File: src/rtl/core/sfr_pkg.sv
`timescale 1ns / 1ps

package sfr_pkg;

    localparam int BUF_DEPTH = 64;
    localparam int ADDR_W    = $clog2(BUF_DEPTH);
    localparam int FILL_W    = $clog2(BUF_DEPTH + 1);
    localparam int LEN_W     = 6;
    // wide enough for head plus any offset or count into the store
    localparam int POS_W     = ((FILL_W > LEN_W + 1) ? FILL_W : LEN_W + 1) + 1;

    typedef logic [7:0] byte_t;

    localparam byte_t             CRC_POLY      = 8'hD5;
    localparam byte_t             CRC_TOP       = 8'h80;
    localparam byte_t             LEN_MIN       = 8'd3;
    localparam logic [LEN_W-1:0]  LEN_CAP       = 6'd62;
    localparam logic [LEN_W-1:0]  MAX_LEN_RESET = 6'd62;

    typedef struct packed {
        logic write_byte;
        logic drop_one;
        logic drop_frame;
        logic ofs_one;
        logic ofs_two;
        logic ofs_inc;
        logic len_load;
        logic crc_clear;
        logic crc_step;
        logic out_load;
    } dp_cmd_t;

    typedef struct packed {
        logic fill_ge2;
        logic len_bad;
        logic len_short;
        logic last_pos;
        logic crc_match;
        logic out_free;
    } dp_status_t;

    // one byte through the msb-first crc-8, poly 0xd5
    function automatic byte_t crc8_step(input byte_t c);
        byte_t r;
        r = c;
        for (int i = 0; i < 8; i++)
        begin
            if ((r & CRC_TOP) != 8'h00)
                r = (r << 1) ^ CRC_POLY;
            else
                r = r << 1;
        end
        return r;
    endfunction

endpackage

File: src/rtl/core/sfr_ctrl.sv
`timescale 1ns / 1ps

module sfr_ctrl
    import sfr_pkg::*;
(
    input  logic        clk,
    input  logic        rst_n,
    input  logic        in_valid,
    output logic        in_ready,
    input  dp_status_t  status,
    output dp_cmd_t     cmd
);

    typedef enum logic [2:0] {
        S_IDLE,
        S_READ_LEN,
        S_CHECK_LEN,
        S_CRC,
        S_CMP,
        S_EMIT
    } state_t;

    state_t state_reg, state_next;

    assign in_ready = (state_reg == S_IDLE);

    always_comb
    begin
        state_next = state_reg;
        cmd        = '0;
        unique case (state_reg)
            S_IDLE:
            begin
                if (in_valid)
                begin
                    cmd.write_byte = 1'b1;
                    state_next     = S_READ_LEN;
                end
            end
            S_READ_LEN:
            begin
                // length byte is read this cycle
                state_next = status.fill_ge2 ? S_CHECK_LEN : S_IDLE;
            end
            S_CHECK_LEN:
            begin
                if (status.len_bad)
                begin
                    cmd.drop_one = 1'b1;
                    cmd.ofs_one  = 1'b1;
                    state_next   = S_IDLE;
                end
                else if (status.len_short)
                begin
                    state_next = S_IDLE;
                end
                else
                begin
                    cmd.len_load  = 1'b1;
                    cmd.crc_clear = 1'b1;
                    cmd.ofs_two   = 1'b1;
                    state_next    = S_CRC;
                end
            end
            S_CRC:
            begin
                cmd.crc_step = 1'b1;
                cmd.ofs_inc  = 1'b1;
                if (status.last_pos)
                    state_next = S_CMP;
            end
            S_CMP:
            begin
                if (status.crc_match)
                begin
                    cmd.ofs_two = 1'b1;
                    state_next  = S_EMIT;
                end
                else
                begin
                    cmd.drop_one = 1'b1;
                    cmd.ofs_one  = 1'b1;
                    state_next   = S_IDLE;
                end
            end
            S_EMIT:
            begin
                if (status.out_free)
                begin
                    cmd.out_load = 1'b1;
                    if (status.last_pos)
                    begin
                        // last word is loaded into the output register as the frame leaves the store
                        cmd.drop_frame = 1'b1;
                        cmd.ofs_one    = 1'b1;
                        state_next     = S_IDLE;
                    end
                    else
                    begin
                        cmd.ofs_inc = 1'b1;
                    end
                end
            end
            default:
            begin
                state_next = S_IDLE;
            end
        endcase
    end

    always_ff @(posedge clk or negedge rst_n)
    begin
        if (!rst_n)
            state_reg <= S_IDLE;
        else
            state_reg <= state_next;
    end

endmodule

File: config.mk
export PLATFORM = sky130hd
export DESIGN_NAME = sfr_ctrl
export DESIGN_NICKNAME = d
export VERILOG_FILES = /design/src/rtl/core/sfr_pkg.sv /design/src/rtl/core/sfr_ctrl.sv
export SDC_FILE = /design/constraint.sdc
export NUM_CORES = 1
export LEC_CHECK = 0
export BUFFER_PORTS_ARGS = -buffer_cell sky130_fd_sc_hd__buf_2
export CORE_AREA = 10 10 47 49
export CTS_CLUSTER_SIZE = 8
export DETAILED_ROUTE_END_ITERATION = 10
export DIE_AREA = 0 0 57 59
export SLEW_MARGIN = 30
export SYNTH_ARGS = -nofsm -noshare
export SYNTH_HDL_FRONTEND = slang
export SYNTH_SLANG_ARGS = --single-unit
File: constraint.sdc
create_clock -name clk -period 1.3 [get_ports clk]
set_input_delay 0.26 -clock clk [delete_from_list [all_inputs] [get_ports clk]]
set_output_delay 0.26 -clock clk [all_outputs]
set_load 0.03 [all_outputs]
# After elaboration in Yosys (flattened, before gate mapping)
# Index checks and enable logic that the tools add are counted.
# op_classes
n_reduce_logical	2
n_lt_le_gt_ge	0
div	0
bitwise_logic	0
n_mul	0
n_mux	31
eq_ne	9
n_addsub	0
n_shift	0
# ops
op	count
two-way mux 3 bit	6
one-hot mux 3 bit (6 select lines)	1
two-way mux 2 bit	7
two-way mux 1 bit	13
!= test 2 bit, second input constant	4
== test 3 x 2 -> 1 bit, second input constant	2
== test 3 bit, second input constant	2
one-hot mux 1 bit (2 select lines)	3
AND reduction 4 bit	1
== test 3 x 1 -> 1 bit, second input constant	1
zero test 3 bit	1
one-hot mux 1 bit (3 select lines)	1
# totals
mem_bits_ro	0
ram_bits	0
latch_bits	0
wordCells	43
mem_count	0
reg_bits	3

# Logic depth before layout (Yosys ltp)
# depth
depth_word	3
ltp_mapped	6
ltp_nobuf	5

# Least setup slack after synthesis
# No wires, ideal clock.
# synth_timing
kind	register -> output
startpoint	register state_reg[0]
endpoint	output port cmd[9] (netlist bit)
t_arrival_ps	1661
slack_ps	-621
stages_incl_launch_ff	4
path_cell_list	dfrtp_1 -> clkbuf_1 -> nor3_1 -> and2_1
# synth_rtl
element	line_no	rtl
start: declaration	sfr_ctrl.sv:23	state_t state_reg, state_next;
start signal: assignment	sfr_ctrl.sv:116	state_reg <= state_next;
end: declaration	sfr_ctrl.sv:11	output dp_cmd_t cmd

==> results.sh <==
export IMPL_r2r_start="state_reg[1]"
export IMPL_grt_overflow_total=0
export IMPL_fmax_mhz=587
export IMPL_worstRegToRegCells=8
export IMPL_path_cells="nor2b_4 > and3_4 > and2_4 > or2_4 > buf_6"
export IMPL_worst_slew_pin_slew_ns=0.319
export IMPL_cts_sinks=3
export IMPL_fin_skew_ns=0.000853
export IMPL_via_per_inst=4.64
export IMPL_grt_use_total_pct=8.45
export IMPL_final_cell_area_um2=817
export IMPL_crit_type="reg -> out"
export IMPL_cp_max_fo=3
export IMPL_gp_congestion=0.815
export IMPL_grt_pass1_wl_um=2190
export IMPL_die_w_um=57
export IMPL_p_sw_uw=778
export IMPL_intPower_uw=976
export IMPL_netlist_area_um2=278
export IMPL_crit_family="simple AND/OR/NAND/NOR gates"
export IMPL_slowest_stage="dfrtp_2"
export IMPL_antenna_found_initial=0
export IMPL_period_minus_slack_ns=1.70
export IMPL_p_leak_uw=0.000377
export IMPL_dieArea_um2=3360
export IMPL_area_growth_pct=194
export IMPL_ir_drop_uv=1130
export IMPL_fin_crit_sh_pct=131
export IMPL_clk_latency_ns=0.24
export IMPL_r2r_slack_ns=-0.13
export IMPL_cts_root_buffer="clkbuf_4"
export IMPL_dpl_cell_area_um2=518
export IMPL_seq_power_share_pct=12.0
export IMPL_fin_ws_ns=-0.405
export IMPL_cp_arrival_ns=1.44
export IMPL_syn_avg_cell_area_um2=7.31
export IMPL_grt_busiest_layer="met2"
export IMPL_largest_reg_flops=3
export IMPL_min_path_cells=3
export IMPL_die_h_um=59
export IMPL_drive_gt1_share_pct=85.5
export IMPL_port_buffers=19
export IMPL_setup_violations_final=12
export IMPL_end_kind="output port"
export IMPL_final_util_pct=58.3
export IMPL_yosysSeqAreaShare_pct=27.0
export IMPL_pin_count=20
export IMPL_synth_nets=47
export IMPL_diodes=0
export IMPL_cp_num_buf_inv=1
export IMPL_grt_max_degree=6
export IMPL_dp_cells=82
export IMPL_drv_slew=0
export IMPL_hold_end="state_reg[0]"
export IMPL_yosys_register_bits=3
export IMPL_clkTransAtPathRegs_ns=0.03
export IMPL_slew_limit_headroom_pct=78.5
export IMPL_grtUsageMet2_pct=13.0
export IMPL_initial_core_util_pct=19.8
export IMPL_fin_nets=93
export IMPL_layout_common_cells="19 x buf_6, 15 x buf_4, 8 x buf_2"
export IMPL_min_path_type="in -> reg"
export IMPL_finalSetupTns_ns=-3.06
export IMPL_yosysWarnings=0
export IMPL_cts_buffers=3
export IMPL_core_um2=1400
export IMPL_drv_cap=0
export IMPL_syn_inst=38
export IMPL_drc=0
export IMPL_powerDensity_nw_per_um2=2150
export IMPL_synthDistinctLibCells=24
export IMPL_grt_pass1_vias=489
export IMPL_final_common_cell="buf_6"
export IMPL_cts_tree="yes"
export IMPL_crit_cells=5
export IMPL_final_cell_count_no_fill=99
export IMPL_use_met3_pct=3.86
export IMPL_drtAntennaViolNets=0
export IMPL_hold_viol=0
export IMPL_violations="setup timing"
export IMPL_hold_path_startpoint="in_valid"
export IMPL_drt_iter0_markers=2
export IMPL_wirelength_um=1320
export IMPL_rows=14
export IMPL_drtPass1Iterations=3
export IMPL_sw_frac_of_total_pct=44.4
export IMPL_cts_buffer_depth=2
export IMPL_dpl_hpwl_um=872
export IMPL_start_kind="flip-flop"
export IMPL_wl_per_cell_um=13.4
export IMPL_grt_use_met1_pct=7.90
export IMPL_critPathRequiredTime_ns=1.04
export IMPL_p_comb_share_pct=78.4
export IMPL_rsz0062_at_grt="yes"
export IMPL_via_count=459
export IMPL_power_clock_fraction_pct=9.6
export IMPL_fill_cells=126
export IMPL_status="finished with violations"
export IMPL_cpPeakStageDelay_ns=0.40
export IMPL_worstReg2RegEnd="state_reg[2]"
export IMPL_h_tree_depth=1
-- metal layers --
metal	wire length (µm)	part of all wire [%]
met2	669	51
met1	474	36
met3	120	9.1
met5	0	0
met4	57	4.3
-- cell type report --
cell class,count,area (µm²),area share (%)
clock buffer,4,26.3,3.22
inverter,3,17.5,2.14
multi-input combinational,30,298,36.4
sequential,3,78.8,9.65
tap,16,20.0,2.45
timing repair buffer,43,377,46.1
-- cell families after synthesis --
logic type / after synthesis / share of synthesized area, %
buffers and inverters: 5 / 8.11
DFF: 3 / 27.0
AOI/OAI and AO/OA: 10 / 21.6
and+or+nand+nor: 20 / 43.2
-- per-stage QoR --
stage,worst slack [ns],total power (µW),hold WS (ns)
6_report,-0.405,1750,0.324
5_1_grt,-0.450,1860,0.331
4_1_cts,-0.391,1660,0.307
3_5_place_dp,-0.169,1080,0.0642
3_3_place_gp,-0.147,1080,0.0605
2_1_floorplan,-0.213,782,-0.0356
-- worst max-delay path by stage --
stage                      start  endpoint  slack, ns
floorplan           state_reg[2]    cmd[6]      -0.21
global placement    state_reg[2]    cmd[6]      -0.15
detailed placement  state_reg[2]    cmd[6]      -0.17
CTS                 state_reg[2]    cmd[6]      -0.39
global route        state_reg[2]    cmd[6]      -0.45
finish              state_reg[2]    cmd[6]      -0.40
-- worst reg2reg max path, delay by kind of cell, from the launching register on --
| kind | cells | cell delay, ns |
|---|---|---|
| and+or+nand+nor | 2 | 0.20 |
| DFF | 1 | 0.43 |
| AOI/OAI and AO/OA | 1 | 0.07 |
| buffers and inverters | 5 | 0.66 |
-- power groups by stage --
stage / Sequential (µW) / Combinational, µW / Clock (µW)
floorplan: 195 / 587 / 0
global placement: 202 / 878 / 0
detailed placement: 203 / 881 / 0
CTS: 216 / 1270 / 176
global route: 216 / 1470 / 182
finish: 210 / 1380 / 169
-- Yosys cell counts --
master    count  area (µm²)
nand3_1       1        5.00
clkbuf_1      1        3.75
nand2_1       4        15.0
nor2_1        3        11.3
dfrtp_1       3        75.1
a21boi_1      1        7.51
o31ai_1       1        7.51
or2b_1        2        15.0
nor4_1        1        6.26
and2_4        1        8.76
and2b_4       1        10.0
nor3_1        2        10.0
buf_4         1        7.51
inv_1         3        11.3
nand2b_1      1        6.26
a21oi_1       4        20.0
a221oi_1      1        8.76
or2_1         1        6.26
nor2b_2       1        8.76
o21ai_1       1        5.00
and2_1        1        6.26
o21ai_0       1        5.00
o22ai_1       1        6.26
and3_4        1        11.3
-- repair_timing --
| item | in CTS | in global routing |
|---|---|---|
| pin swaps | 9 | 6 |
| setup buffers | 11 | 4 |
| setup endpoints to repair | 12 | 14 |
| resized for setup | 40 | 6 |
| hold buffers | 1 | 0 |
| endpoints found under the hold margin | 3 | 0 |
| gates cloned | 0 | 0 |
Power figures use the tool's default switching activity.
